## config.mk

```make
export PLATFORM = sky130hd
export DESIGN_NAME = load_cell_adc_reader_top
export DESIGN_NICKNAME = d
export VERILOG_FILES = /design/src/sv/lcar_pkg.sv /design/src/sv/lcar_ctrl.sv /design/src/sv/lcar_dp.sv /design/src/sv/load_cell_adc_reader_top.sv
export VERILOG_INCLUDE_DIRS = /design/src /design/src/sv
export SDC_FILE = /design/constraint.sdc
export NUM_CORES = 2
export LEC_CHECK = 0
export BUFFER_PORTS_ARGS = -buffer_cell sky130_fd_sc_hd__buf_2
export CORE_ASPECT_RATIO = 1.2
export CORE_MARGIN = 2
export CORE_UTILIZATION = 40
export DETAILED_ROUTE_END_ITERATION = 7
export SLEW_MARGIN = 40
export SYNTH_ARGS = -nofsm -noshare
export SYNTH_HDL_FRONTEND = slang
export SYNTH_SLANG_ARGS = --single-unit
export TNS_END_PERCENT = 10
```

## constraint.sdc

```tcl
create_clock -name clk -period 13.2 [get_ports clk]
set_input_delay 1.32 -clock clk [delete_from_list [all_inputs] [get_ports clk]]
set_output_delay 1.32 -clock clk [all_outputs]
set_load 0.01 [all_outputs]
```

## src/sv/load_cell_adc_reader_top_defines.svh

```systemverilog
// ----------------------------------------------------------------------------
// load_cell_adc_reader_top_defines
// Assertion macros shared by the load cell reader modules. Each macro expects
// signals named clk and rst_n in the scope where it is used.
// ----------------------------------------------------------------------------
`ifndef LOAD_CELL_ADC_READER_TOP_DEFINES_SVH
`define LOAD_CELL_ADC_READER_TOP_DEFINES_SVH

// Condition must never hold outside reset
`define LCAR_ASSERT_NEVER(lbl, cond) \
    lbl: assert property (@(posedge clk) disable iff (!rst_n) !(cond)) \
        else $error("lcar assertion failed: forbidden condition");

// Consequent must hold in the same cycle as the antecedent
`define LCAR_ASSERT_IMPL(lbl, ante, cons) \
    lbl: assert property (@(posedge clk) disable iff (!rst_n) (ante) |-> (cons)) \
        else $error("lcar assertion failed: same-cycle implication");

// Consequent must hold in the cycle after the antecedent
`define LCAR_ASSERT_NEXT(lbl, ante, cons) \
    lbl: assert property (@(posedge clk) disable iff (!rst_n) (ante) |=> (cons)) \
        else $error("lcar assertion failed: next-cycle implication");

`endif

```

## src/sv/lcar_pkg.sv

```systemverilog
// ----------------------------------------------------------------------------
// lcar_pkg
// Shared types, constants and helper functions of the load cell reader.
// ----------------------------------------------------------------------------
package lcar_pkg;

    // Parameter defaults
    localparam int DATA_BITS_DEF       = 24;
    localparam int RECIP_FRAC_BITS_DEF = 24;

    // Configuration port geometry
    localparam int PADDR_W = 4;
    localparam int PDATA_W = 32;

    // Register indexes (paddr[3:2])
    localparam logic [1:0] REG_GAIN_SELECT      = 2'd0;
    localparam logic [1:0] REG_SAMPLE_COUNT     = 2'd1;
    localparam logic [1:0] REG_ZERO_OFFSET      = 2'd2;
    localparam logic [1:0] REG_SCALE_RECIPROCAL = 2'd3;

    // Register reset values
    localparam logic [1:0]  GAIN_SELECT_RST      = 2'd0;
    localparam logic [7:0]  SAMPLE_COUNT_RST     = 8'd10;
    localparam logic [24:0] ZERO_OFFSET_RST      = 25'd0;
    localparam logic [31:0] SCALE_RECIPROCAL_RST = 32'h0100_0000;

    // Gain codes
    localparam logic [1:0] GAIN_A128   = 2'd0;
    localparam logic [1:0] GAIN_A64    = 2'd1;
    localparam logic [1:0] GAIN_B32    = 2'd2;
    localparam logic [1:0] GAIN_UNUSED = 2'd3;

    // Output field widths
    localparam int RAW_W    = 24;
    localparam int NET_W    = 26;
    localparam int WEIGHT_W = 42;
    localparam int SUM_W    = 32;
    localparam int PROD_W   = NET_W + 32;

    // Divider geometry: sum over a count of at most 256
    localparam int DEN_W    = 9;
    localparam int DIV_CNT_W = $clog2(SUM_W);

    // Commands from controller to datapath
    typedef struct packed {
        logic step;      // apply one tick word
        logic div_iter;  // one restoring divide step
        logic net;       // form average minus offset
        logic mul;       // multiply by the reciprocal
        logic fin;       // scale, saturate and load the result word
    } lcar_cmd_t;

    // Status from datapath to controller
    typedef struct packed {
        logic finish;    // this tick ends the measurement
        logic div_last;  // last divide step in progress
    } lcar_sts_t;

    // Map the unused gain code onto gain 128
    function automatic logic [1:0] norm_gain(input logic [1:0] g);
        logic [1:0] r;
        r = (g == GAIN_UNUSED) ? GAIN_A128 : g;
        return r;
    endfunction

    // Serial clock pulses per conversion for a gain code
    function automatic logic [4:0] pulse_count(input logic [1:0] g);
        logic [4:0] r;
        case (g)
            GAIN_A128: r = 5'd25;
            GAIN_A64:  r = 5'd27;
            GAIN_B32:  r = 5'd26;
            default:   r = 5'd25;
        endcase
        return r;
    endfunction

endpackage

```

## src/sv/lcar_ctrl.sv

```systemverilog
// ----------------------------------------------------------------------------
// lcar_ctrl
// Sequencer: takes one tick word, runs the divide/scale steps when a
// measurement ends, and hands the result word out.
// ----------------------------------------------------------------------------
`include "load_cell_adc_reader_top_defines.svh"

module lcar_ctrl
    import lcar_pkg::*;
(
    input  logic      clk,
    input  logic      rst_n,
    input  logic      in_valid,
    output logic      in_ready,
    output logic      out_valid,
    input  logic      out_ready,
    output lcar_cmd_t cmd,
    input  lcar_sts_t sts
);

    typedef enum logic [2:0] {
        C_IDLE,
        C_DIV,
        C_NET,
        C_MUL,
        C_FIN,
        C_OUT
    } ctrl_state_t;

    ctrl_state_t state_reg, state_next;
    logic        in_ready_reg, in_ready_next;
    logic        out_valid_reg, out_valid_next;
    logic        accept;

    assign accept    = in_valid && in_ready_reg;
    assign in_ready  = in_ready_reg;
    assign out_valid = out_valid_reg;

    // Decode commands from state
    always_comb
    begin
        cmd          = '0;
        cmd.step     = accept && (state_reg == C_IDLE);
        cmd.div_iter = (state_reg == C_DIV);
        cmd.net      = (state_reg == C_NET);
        cmd.mul      = (state_reg == C_MUL);
        cmd.fin      = (state_reg == C_FIN);
    end

    // Advance the sequence
    always_comb
    begin
        state_next     = state_reg;
        in_ready_next  = in_ready_reg;
        out_valid_next = out_valid_reg;
        case (state_reg)
            C_IDLE:
            begin
                if (accept)
                begin
                    in_ready_next = 1'b0;
                    if (sts.finish)
                    begin
                        state_next = C_DIV;
                    end
                    else
                    begin
                        state_next     = C_OUT;
                        out_valid_next = 1'b1;
                    end
                end
            end
            C_DIV:
            begin
                if (sts.div_last)
                begin
                    state_next = C_NET;
                end
            end
            C_NET:
            begin
                state_next = C_MUL;
            end
            C_MUL:
            begin
                state_next = C_FIN;
            end
            C_FIN:
            begin
                state_next     = C_OUT;
                out_valid_next = 1'b1;
            end
            C_OUT:
            begin
                if (out_ready)
                begin
                    state_next     = C_IDLE;
                    out_valid_next = 1'b0;
                    in_ready_next  = 1'b1;
                end
            end
            default:
            begin
                state_next     = C_IDLE;
                out_valid_next = 1'b0;
                in_ready_next  = 1'b1;
            end
        endcase
    end

    // Hold state and handshake outputs
    always_ff @(posedge clk or negedge rst_n)
    begin
        if (!rst_n)
        begin
            state_reg     <= C_IDLE;
            in_ready_reg  <= 1'b1;
            out_valid_reg <= 1'b0;
        end
        else
        begin
            state_reg     <= state_next;
            in_ready_reg  <= in_ready_next;
            out_valid_reg <= out_valid_next;
        end
    end

    `LCAR_ASSERT_NEVER(a_ready_and_valid, in_ready_reg && out_valid_reg)
    `LCAR_ASSERT_NEXT(a_accept_drops_ready, accept, !in_ready_reg)
    `LCAR_ASSERT_NEXT(a_div_to_net, (state_reg == C_DIV) && sts.div_last, state_reg == C_NET)

endmodule

```

## src/sv/lcar_dp.sv

```systemverilog
// ----------------------------------------------------------------------------
// lcar_dp
// Datapath: serial clock phase, bit capture, conversion sum, restoring
// divider, offset subtract, reciprocal multiply and result word register.
// ----------------------------------------------------------------------------
`include "load_cell_adc_reader_top_defines.svh"

module lcar_dp
    import lcar_pkg::*;
#(
    parameter int DATA_BITS       = DATA_BITS_DEF,
    parameter int RECIP_FRAC_BITS = RECIP_FRAC_BITS_DEF
)
(
    input  logic                clk,
    input  logic                rst_n,
    input  lcar_cmd_t           cmd,
    output lcar_sts_t           sts,
    input  logic                dout_level,
    input  logic                start_request,
    input  logic [1:0]          gain_select,
    input  logic [7:0]          sample_count,
    input  logic [24:0]         zero_offset,
    input  logic [31:0]         scale_reciprocal,
    output logic                sck_level,
    output logic                measure_done,
    output logic [RAW_W-1:0]    raw_average,
    output logic [NET_W-1:0]    net_value,
    output logic [WEIGHT_W-1:0] weight_units,
    output logic                busy_res
);

    localparam int SCALE_SHIFT = RECIP_FRAC_BITS - 8;
    localparam logic [DATA_BITS-1:0] SIGN_MASK = {1'b1, {(DATA_BITS-1){1'b0}}};
    localparam logic signed [PROD_W-1:0] WT_HI = (PROD_W'(1) <<< (WEIGHT_W-1)) - PROD_W'(1);
    localparam logic signed [PROD_W-1:0] WT_LO = -(PROD_W'(1) <<< (WEIGHT_W-1));

    typedef enum logic [1:0] {
        PH_IDLE,
        PH_WAIT,
        PH_HIGH,
        PH_LOW
    } phase_t;

    phase_t                     phase_reg, phase_next;
    logic [4:0]                 pulse_reg, pulse_next;
    logic [DATA_BITS-1:0]       shift_reg, shift_next;
    logic [SUM_W-1:0]           sum_reg, sum_next;
    logic [7:0]                 conv_reg, conv_next;
    logic [1:0]                 last_gain_reg, last_gain_next;
    logic                       prime_reg, prime_next;

    logic [SUM_W-1:0]           quot_reg, quot_next;
    logic [DEN_W-1:0]           rem_reg, rem_next;
    logic [DEN_W-1:0]           den_reg, den_next;
    logic [DIV_CNT_W-1:0]       div_cnt_reg, div_cnt_next;

    logic signed [NET_W-1:0]    net_reg, net_next;
    logic signed [PROD_W-1:0]   prod_reg, prod_next;

    logic                       sck_reg, sck_next;
    logic                       done_reg, done_next;
    logic [RAW_W-1:0]           raw_reg, raw_next;
    logic [NET_W-1:0]           net_out_reg, net_out_next;
    logic [WEIGHT_W-1:0]        wt_reg, wt_next;
    logic                       busy_reg, busy_next;

    logic [DATA_BITS-1:0]       shift_calc;
    logic [DATA_BITS-1:0]       conv_value;
    logic [4:0]                 pulse_inc;
    logic [7:0]                 conv_inc;
    logic [7:0]                 want;
    logic [1:0]                 gain_norm;
    logic                       finish;
    logic                       sck_tick;
    logic [DEN_W:0]             rem_shift;
    logic [DEN_W:0]             rem_diff;
    logic signed [PROD_W-1:0]   prod_shift;
    logic [WEIGHT_W-1:0]        wt_sat;

    // Capture one data bit while fewer than DATA_BITS are taken
    assign shift_calc = (pulse_reg < 5'(DATA_BITS)) ? {shift_reg[DATA_BITS-2:0], dout_level}
                                                    : shift_reg;
    assign conv_value = shift_calc ^ SIGN_MASK;
    assign pulse_inc  = pulse_reg + 5'd1;
    assign conv_inc   = conv_reg + 8'd1;
    assign want       = (sample_count == 8'd0) ? 8'd1 : sample_count;
    assign gain_norm  = norm_gain(gain_select);

    // Restoring divide step
    assign rem_shift  = {rem_reg, quot_reg[SUM_W-1]};
    assign rem_diff   = rem_shift - {1'b0, den_reg};

    // Scale and saturate the product
    assign prod_shift = prod_reg >>> SCALE_SHIFT;
    assign wt_sat     = (prod_shift > WT_HI) ? WT_HI[WEIGHT_W-1:0] :
                        (prod_shift < WT_LO) ? WT_LO[WEIGHT_W-1:0] :
                                               prod_shift[WEIGHT_W-1:0];

    assign sts.finish   = finish;
    assign sts.div_last = (div_cnt_reg == DIV_CNT_W'(SUM_W-1));

    // Next state of the tick logic and arithmetic steps
    always_comb
    begin
        phase_next     = phase_reg;
        pulse_next     = pulse_reg;
        shift_next     = shift_reg;
        sum_next       = sum_reg;
        conv_next      = conv_reg;
        last_gain_next = last_gain_reg;
        prime_next     = prime_reg;
        quot_next      = quot_reg;
        rem_next       = rem_reg;
        den_next       = den_reg;
        div_cnt_next   = div_cnt_reg;
        net_next       = net_reg;
        prod_next      = prod_reg;
        sck_next       = sck_reg;
        done_next      = done_reg;
        raw_next       = raw_reg;
        net_out_next   = net_out_reg;
        wt_next        = wt_reg;
        busy_next      = busy_reg;
        finish         = 1'b0;
        sck_tick       = 1'b0;

        // Apply one tick word
        if (cmd.step)
        begin
            case (phase_reg)
                PH_IDLE:
                begin
                    if (start_request)
                    begin
                        sum_next  = '0;
                        conv_next = '0;
                        if (gain_norm != last_gain_reg)
                        begin
                            last_gain_next = gain_norm;
                            prime_next     = 1'b1;
                        end
                        phase_next = PH_WAIT;
                    end
                end
                PH_WAIT:
                begin
                    if (!dout_level)
                    begin
                        pulse_next = '0;
                        shift_next = '0;
                        phase_next = PH_HIGH;
                    end
                end
                PH_HIGH:
                begin
                    sck_tick   = 1'b1;
                    phase_next = PH_LOW;
                end
                PH_LOW:
                begin
                    shift_next = shift_calc;
                    if (pulse_inc >= pulse_count(last_gain_reg))
                    begin
                        pulse_next = '0;
                        phase_next = PH_WAIT;
                        if (prime_reg)
                        begin
                            prime_next = 1'b0;
                        end
                        else
                        begin
                            sum_next  = sum_reg + SUM_W'(conv_value);
                            conv_next = conv_inc;
                            if ((conv_inc == 8'd0) || (conv_inc >= want))
                            begin
                                finish     = 1'b1;
                                phase_next = PH_IDLE;
                            end
                        end
                    end
                    else
                    begin
                        pulse_next = pulse_inc;
                        phase_next = PH_HIGH;
                    end
                end
                default:
                begin
                    phase_next = PH_IDLE;
                end
            endcase

            sck_next     = sck_tick;
            busy_next    = (phase_next != PH_IDLE);
            done_next    = 1'b0;
            raw_next     = '0;
            net_out_next = '0;
            wt_next      = '0;

            // Load the divider: a wrapped count of zero means 256
            if (finish)
            begin
                quot_next    = sum_next;
                rem_next     = '0;
                den_next     = {(conv_inc == 8'd0), conv_inc};
                div_cnt_next = '0;
            end
        end

        // One quotient bit per cycle
        if (cmd.div_iter)
        begin
            if (!rem_diff[DEN_W])
            begin
                rem_next  = rem_diff[DEN_W-1:0];
                quot_next = {quot_reg[SUM_W-2:0], 1'b1};
            end
            else
            begin
                rem_next  = rem_shift[DEN_W-1:0];
                quot_next = {quot_reg[SUM_W-2:0], 1'b0};
            end
            div_cnt_next = div_cnt_reg + DIV_CNT_W'(1);
        end

        // Average minus tare offset
        if (cmd.net)
        begin
            net_next = $signed({2'b00, quot_reg[RAW_W-1:0]})
                     - $signed({zero_offset[24], zero_offset});
        end

        // Multiply by the signed reciprocal
        if (cmd.mul)
        begin
            prod_next = PROD_W'(net_reg) * PROD_W'($signed(scale_reciprocal));
        end

        // Load the finished result word
        if (cmd.fin)
        begin
            done_next    = 1'b1;
            raw_next     = quot_reg[RAW_W-1:0];
            net_out_next = net_reg;
            wt_next      = wt_sat;
        end
    end

    // Hold datapath state and result word
    always_ff @(posedge clk or negedge rst_n)
    begin
        if (!rst_n)
        begin
            phase_reg     <= PH_IDLE;
            pulse_reg     <= '0;
            shift_reg     <= '0;
            sum_reg       <= '0;
            conv_reg      <= '0;
            last_gain_reg <= GAIN_A128;
            prime_reg     <= 1'b0;
            quot_reg      <= '0;
            rem_reg       <= '0;
            den_reg       <= '0;
            div_cnt_reg   <= '0;
            net_reg       <= '0;
            prod_reg      <= '0;
            sck_reg       <= 1'b0;
            done_reg      <= 1'b0;
            raw_reg       <= '0;
            net_out_reg   <= '0;
            wt_reg        <= '0;
            busy_reg      <= 1'b0;
        end
        else
        begin
            phase_reg     <= phase_next;
            pulse_reg     <= pulse_next;
            shift_reg     <= shift_next;
            sum_reg       <= sum_next;
            conv_reg      <= conv_next;
            last_gain_reg <= last_gain_next;
            prime_reg     <= prime_next;
            quot_reg      <= quot_next;
            rem_reg       <= rem_next;
            den_reg       <= den_next;
            div_cnt_reg   <= div_cnt_next;
            net_reg       <= net_next;
            prod_reg      <= prod_next;
            sck_reg       <= sck_next;
            done_reg      <= done_next;
            raw_reg       <= raw_next;
            net_out_reg   <= net_out_next;
            wt_reg        <= wt_next;
            busy_reg      <= busy_next;
        end
    end

    assign sck_level    = sck_reg;
    assign measure_done = done_reg;
    assign raw_average  = raw_reg;
    assign net_value    = net_out_reg;
    assign weight_units = wt_reg;
    assign busy_res     = busy_reg;

    `LCAR_ASSERT_IMPL(a_done_not_busy, done_reg, !busy_reg && !sck_reg)
    `LCAR_ASSERT_IMPL(a_fields_zero, !done_reg, (raw_reg == '0) && (net_out_reg == '0) && (wt_reg == '0))
    `LCAR_ASSERT_NEXT(a_fin_sets_done, cmd.fin, done_reg)

endmodule

```

## src/sv/load_cell_adc_reader_top.sv

```systemverilog
// ----------------------------------------------------------------------------
// load_cell_adc_reader_top
// Load cell converter reader: serial clock driver, conversion averager and
// fixed-point scaler behind a valid/ready tick channel and an APB port.
// ----------------------------------------------------------------------------
// Each input word is one half period of the converter's serial clock and
// yields exactly one result word carrying the clock level to drive, the busy
// flag and, on the last tick of a measurement, the average, the net value and
// the scaled weight. The block works on one word at a time: an ordinary tick
// is accepted, its result word is offered in the very next cycle, and input
// ready returns the cycle after that result is taken. The tick that ends a
// measurement runs the 32-step restoring divider for the average, then the
// offset subtract, the reciprocal multiply and the scaling stage.
// Registers are to be written through the APB port while no word is in
// flight; the block does not enforce it. No clearing pass runs after reset.
// ----------------------------------------------------------------------------
module load_cell_adc_reader_top
    import lcar_pkg::*;
#(
    parameter int DATA_BITS       = DATA_BITS_DEF,
    parameter int RECIP_FRAC_BITS = RECIP_FRAC_BITS_DEF
)
(
    input  logic                clk,
    input  logic                rst_n,
    // Tick word in
    input  logic                in_valid,
    output logic                in_ready,
    input  logic                dout_level,
    input  logic                start_request,
    // Result word out
    output logic                out_valid,
    input  logic                out_ready,
    output logic                sck_level,
    output logic                measure_done,
    output logic [RAW_W-1:0]    raw_average,
    output logic [NET_W-1:0]    net_value,
    output logic [WEIGHT_W-1:0] weight_units,
    output logic                busy_res,
    // Configuration port
    input  logic                psel,
    input  logic                penable,
    input  logic                pwrite,
    input  logic [PADDR_W-1:0]  paddr,
    input  logic [PDATA_W-1:0]  pwdata,
    output logic [PDATA_W-1:0]  prdata,
    output logic                pready
);

    logic [1:0]  gain_select_reg;
    logic [7:0]  sample_count_reg;
    logic [24:0] zero_offset_reg;
    logic [31:0] scale_reciprocal_reg;
    logic        cfg_write;
    logic [1:0]  reg_index;

    lcar_cmd_t   cmd;
    lcar_sts_t   sts;

    assign pready    = 1'b1;
    assign cfg_write = psel && penable && pwrite;
    assign reg_index = paddr[3:2];

    // Write configuration registers
    always_ff @(posedge clk or negedge rst_n)
    begin
        if (!rst_n)
        begin
            gain_select_reg      <= GAIN_SELECT_RST;
            sample_count_reg     <= SAMPLE_COUNT_RST;
            zero_offset_reg      <= ZERO_OFFSET_RST;
            scale_reciprocal_reg <= SCALE_RECIPROCAL_RST;
        end
        else if (cfg_write)
        begin
            case (reg_index)
                REG_GAIN_SELECT:      gain_select_reg      <= pwdata[1:0];
                REG_SAMPLE_COUNT:     sample_count_reg     <= pwdata[7:0];
                REG_ZERO_OFFSET:      zero_offset_reg      <= pwdata[24:0];
                REG_SCALE_RECIPROCAL: scale_reciprocal_reg <= pwdata;
                default:              ;
            endcase
        end
    end

    // Read back configuration registers
    always_comb
    begin
        case (reg_index)
            REG_GAIN_SELECT:      prdata = {30'd0, gain_select_reg};
            REG_SAMPLE_COUNT:     prdata = {24'd0, sample_count_reg};
            REG_ZERO_OFFSET:      prdata = {{7{zero_offset_reg[24]}}, zero_offset_reg};
            REG_SCALE_RECIPROCAL: prdata = scale_reciprocal_reg;
            default:              prdata = '0;
        endcase
    end

    lcar_ctrl u_ctrl (
        .clk       (clk),
        .rst_n     (rst_n),
        .in_valid  (in_valid),
        .in_ready  (in_ready),
        .out_valid (out_valid),
        .out_ready (out_ready),
        .cmd       (cmd),
        .sts       (sts)
    );

    lcar_dp #(
        .DATA_BITS       (DATA_BITS),
        .RECIP_FRAC_BITS (RECIP_FRAC_BITS)
    ) u_dp (
        .clk              (clk),
        .rst_n            (rst_n),
        .cmd              (cmd),
        .sts              (sts),
        .dout_level       (dout_level),
        .start_request    (start_request),
        .gain_select      (gain_select_reg),
        .sample_count     (sample_count_reg),
        .zero_offset      (zero_offset_reg),
        .scale_reciprocal (scale_reciprocal_reg),
        .sck_level        (sck_level),
        .measure_done     (measure_done),
        .raw_average      (raw_average),
        .net_value        (net_value),
        .weight_units     (weight_units),
        .busy_res         (busy_res)
    );

endmodule

```

# [Word-level counts from Yosys, hierarchy flattened]
# Index checks and enable logic that the tools add are counted.
# W data, S select, Z words.
[classes] add_sub_neg=6 mul=1 magnitude_cmp=5 n_eq_ne=25 muxes=71 bitwise=3 reduce_logical=31
[op_table] cell="$mux W32" count=6
[op_table] cell="$mux W42" count=4
[op_table] cell="$pmux W32 S4" count=1
[op_table] cell="$mux W24" count=4
[op_table] cell="$pmux W32 S2" count=1
[op_table] cell="$mul A26 B32 Y58" count=1
[op_table] cell="$mux W26" count=2
[op_table] cell="$pmux W24 S2" count=1
[op_table] cell="$gt A42 B42 Y1 const B" count=1
[op_table] cell="$lt A42 B42 Y1 const B" count=1
[op_table] cell="$mux W9" count=4
[op_table] cell="$mux W5" count=7
[op_table] cell="$add A32 B24 Y32" count=1
[op_table] cell="$mux W8" count=4
[op_table] cell="$sub A25 B25 Y26" count=1
[op_table] cell="$mux W1" count=19
[op_table] cell="$pmux W3 S6" count=1
[op_table] cell="$logic_not A8 Y1" count=2
[op_table] cell="$pmux W8 S2" count=1
[op_table] cell="$eq A2 B2 Y1 const B" count=6
[op_table] cell="$mux W2" count=6
[op_table] cell="$mux W3" count=4
[op_table] cell="$reduce_and A2 Y1" count=6
[op_table] cell="$reduce_bool A2 Y1" count=6
[op_table] cell="30 further kinds" count=52
[totals] reg_bits=380 inputBits=45

# [Logic depth before layout (Yosys ltp)]
[depth] word_depth=13 ltp_mapped=28

# [Modules after synthesis]
# From an unflattened synthesis, not the netlist that was laid out.
[unflattened] hier_cells=4895 area_unflattened_um2=47616.9
[by_module_without_submodules] mod="lcar_dp" instances=1 cells_each=4642 area_each_um2=44112.3 seq_area_each_um2=7307.0
[by_module_without_submodules] mod="load_cell_adc_reader_top" instances=1 cells_each=219 area_each_um2=3188.1 seq_area_each_um2=1680.4
[by_module_without_submodules] mod="lcar_ctrl" instances=1 cells_each=34 area_each_um2=316.6 seq_area_each_um2=126.4

# [Least setup slack after synthesis]
# No wires, ideal clock.
[synth_timing] path_kind="reg2reg" start="register scale_reciprocal_reg[24]" end="register u_dp.prod_reg[53]" setup_ns=0.124 arrival_ns=6.891 required_time_ns=13.076 setup_slack_ns=6.185 stages_incl_launch_ff=26 path_buffers=2 synth_period_minus_slack_ns=7.015 path_cell_list="dfstp_2 clkbuf_1 clkbuf_1 nand2_1 fa_1 inv_1 fa_1 inv_1 fa_1 fa_1 inv_1 fa_1 fa_1 inv_1 fa_1 inv_1 ha_1 and4_1 nand2_1 o21ai_0 a22oi_1 a311o_1 o21a_1 o21bai_2 nor2_1 a211o_1"
[synth_via] elab_chain_cells=1
[synth_rtl] item="start: declaration" line="load_cell_adc_reader_top.sv:53" text="logic [31:0] scale_reciprocal_reg;"
[synth_rtl] item="start signal: assignment" line="load_cell_adc_reader_top.sv:80" text="REG_SCALE_RECIPROCAL: scale_reciprocal_reg <= pwdata;"
[synth_rtl] item="$mul A26 B32 Y58" line="lcar_dp.sv:237" text="prod_next = PROD_W'(net_reg) * PROD_W'($signed(scale_reciprocal));"
[synth_rtl] item="end signal: assignment" line="lcar_dp.sv:289" text="prod_reg <= prod_next;"
[synth_rtl] item="end: declaration" line="lcar_dp.sv:59" text="logic signed [PROD_W-1:0] prod_reg, prod_next;"
# Every way passes these cells.
# A chain may end at the register's enable or synchronous reset.

# [Final worst setup path]
[layout_timing] start="register scale_reciprocal_reg[15]" end="register u_dp.prod_reg[47]"
# Same word-level chain as after synthesis.

==> results.cfg <==
[synth]
synth_ff_type = dfrtp_1
yosys_warnings = 0
synth-xor-area-share_pct = 2.080
syn_area_sq_um = 47160
synth_edf_count = 0
synthSimpleGateAreaFrac_pct = 16.17
syn_avg_cell_area_sq_um = 9.327
synth-compound-area-share_pct = 7.678
ys_ff_latch = 364
synth.distinct_cells = 78
yosysTopAreaCell = fa_1
ys_seq_area_share_pct = 19.33
synth_top_area_share_pct = 36.34
syn_inst = 5056
syn-num-nets = 6187
synth_top_family_by_area = adder cells
muxShareOfSynthArea_pct = 2.873
synthAdderAreaFrac_pct = 42.44
ys_async_sr_fraction_pct = 100.0
synth.top_cells.by_area = fa_1 36%, dfrtp_1 19%, inv_1 7.1%, nand2_1 6.9%, ha_1 6.1%

[final_layout]
layout_common_cells = 887 x inv_1, 858 x nand2_1, 856 x fa_1
drive_gt1_share_pct = 8.789
n_fill_cell = 11565
final_common_cell = inv_1
syn2layout_area_growth_pct = 8.169
nets = 6187

[timing]
layout_setup_ws_ps = 4864
period_share_pct = 63.15
slew-limit-headroom_pct = 38.96
worst_pin_slew_ps = 915.5
setup-violations-final = 0
tns_ps = 0
fmax_ghz = 0.1200
finClkSkew_ps = 29.40
drv_slew = 0
fin_crit_ps = 8336
hold_viol = 0
rsz0062_at_grt = no

[pwr]
leakagePower_uw = 0.02620
peakVddDrop_uv = 218.0
seqPwrFrac_pct = 15.1
power_density_nw_per_um2 = 232.6
pwr-share-comb_pct = 74.5
switching_share_pct = 53.19
clkPwrFrac_pct = 10.4
p_sw_uw = 6311
internal-power_uw = 5554

[setup_path]
critPathSlowestCell = dfrtp_2
critPathMaxStageDelay_ps = 970
cp.required_ps = 13640
cp.arrival_ps = 8770
path_class = reg -> reg
crit_fanout = 28
cp-start-kind = register
crit_path_frequent_cell = fa_1
crit-reg2reg-launch = scale_reciprocal_reg[15]
worstSetupStartpoint = scale_reciprocal_reg[15]
cp-end-kind = register
path_cells = nand2_1 -> fa_1 -> inv_1 -> fa_1 -> inv_1 -> fa_1 -> fa_1 -> fa_1 -> inv_1 -> fa_1 -> fa_1 -> ha_1 -> a21o_1 -> a21o_1 -> a221o_1 -> a21boi_0 -> o211ai_1 -> a31oi_1 -> a21oi_1 -> a21boi_0 -> xor2_1 -> o21ai_0
path_buf_inv = 3
critical-path-top-delay-family = adder cells

[detailed_routing]
firstDrtPassIters = 6
wl_per_cell_um = 19.75
drtIter0Drc = 2026
routed_via_density = 5.232
post-route-drc-count = 0
num_vias = 34672
ant_nets = 0
drt_wl_total_mm = 130.9

[global_route]
antenna_found_initial = 8
grt_pass1_vias = 36805
grt_max_degree = 133
gr-total-overflow = 0
grt_pass1_wl_mm = 209.9
grt_usage_pct = 22.13

[clock_tree]
clock-root-buffer = clkbuf_16
ctsResizeCount = 0
ctsHtreeMaxLevel = 2
cts_tree = built
cts.clk_slew.worst_paths_ps = 70
clock_tree.buffer_depth = 3
clk_latency_ps = 610
numCtsBuffers = 41
cts_sinks = 364
hold_buffers = 0
post_cts_buffers = 0

[min_path]
hp-class = reg -> reg
min_from = u_dp.prod_reg[18]

[floorplanning]
die_y_um = 380.1
die_x_um = 317.4
pin_count = 175
dieArea_sq_um = 120700
core_sq_um = 117400
rows = 138
initial_utilization_pct = 40.16

[job]
max_cap_viol_count = 0

[placement]
io_buffers = 171
gp_congestion = 0.8662
post-place-ws_ps = 4919
dpl.hpwl_mm = 99.27

[outcome]
status = completed
==> cells by family after synthesis <==
group / count (synthesis)
compound gates: 564
simple gates: 1629
xor+xnor: 112
mux: 122
flops: 364
other cells: 1
buf+inv: 1178
fa+ha+maj: 1086
==> per-layer routing <==
metal / global-route usage [%] / share of wire [%] / vias up
met5: 0 / 0.021 / -
met4: 7.081 / 3.4 / 4
met3: 3.390 / 5.9 / 224
met2: 37.79 / 49 / 915
met1: 28.88 / 41 / 18014
li1: - / - / 15515
==> power by group through the flow <==
stage               logic, uW  registers (uW)  clock network (uW)
floorplan                6210            1660                   0
global placement         8730            1790                   0
detailed placement       8810            1800                   0
CTS                      8910            1790                1270
global route             9970            1830                1300
finish                   8840            1790                1240
==> stage by stage <==
step                hold slack (ps)  area [sq um]  total power [uW]  utilization, %  std cells
floorplan                     438.6         47160              7873               -       5056
global placement              452.2         49450             10530           42.11       6550
detailed placement            455.4         49510             10610           42.17       6551
CTS                           463.6         50940             11960           43.38       6624
global route                  475.0         51010             13100           43.44       6626
finish                        462.2         51010             11870           43.45       6627
==> synthesized netlist by cell type (15+ instances only) <==
cell / instances
inv_1: 887
nand2_1: 861
fa_1: 856
and2_1: 366
dfrtp_1: 360
clkbuf_1: 266
ha_1: 230
o21ai_0: 192
nand3_1: 140
a21oi_1: 104
nor2_1: 101
mux2_2: 87
xnor2_1: 67
xor2_1: 45
a21o_1: 44
nor2b_1: 36
a22o_1: 35
mux2i_1: 33
nand2b_1: 26
a22oi_1: 25
nand4_1: 24
nor3_1: 21
o21bai_1: 19
buf_1: 15
o21a_1: 15
==> area by class of cell <==
type                    instances  area [sq um]  area share (%)
multi-input cells            3514         33660           65.99
repair buffers                247          1524           2.988
well taps                    1540          1927           3.777
clock inverters                17         274.0          0.5372
flip-flops and latches        364          9136           17.91
inverters                     888          3333           6.534
clock buffers                  56          1152           2.259
diodes                          1         2.502        0.004906
==> worst reg2reg max path, delay by kind of cell (launching register included) <==
kind	cells	cell delay [ps]
AOI/OAI and AO/OA	9	2750
xor gates and xnor gates	1	190
adders and majority gates	8	3930
buffers and inverters	3	180
DFF	1	970
and+or+nand+nor	1	170
==> worst paths after layout <==
| path | endpoint | slack, ps | cells past startpoint |
|---|---|---|---|
| max | u_dp.prod_reg[47] | 4860 | 22 |
| min | u_dp.weight_units[2] | 460 | 2 |
| max reg2reg | u_dp.prod_reg[47] | 4860 | 22 |
| min reg2reg | u_dp.weight_units[2] | 460 | 2 |
| max in group asynchronous | u_dp.net_value[5] | 10840 | 4 |
| min in group asynchronous | u_dp.weight_units[41] | 610 | 1 |
(Power assumes the default switching activity.)
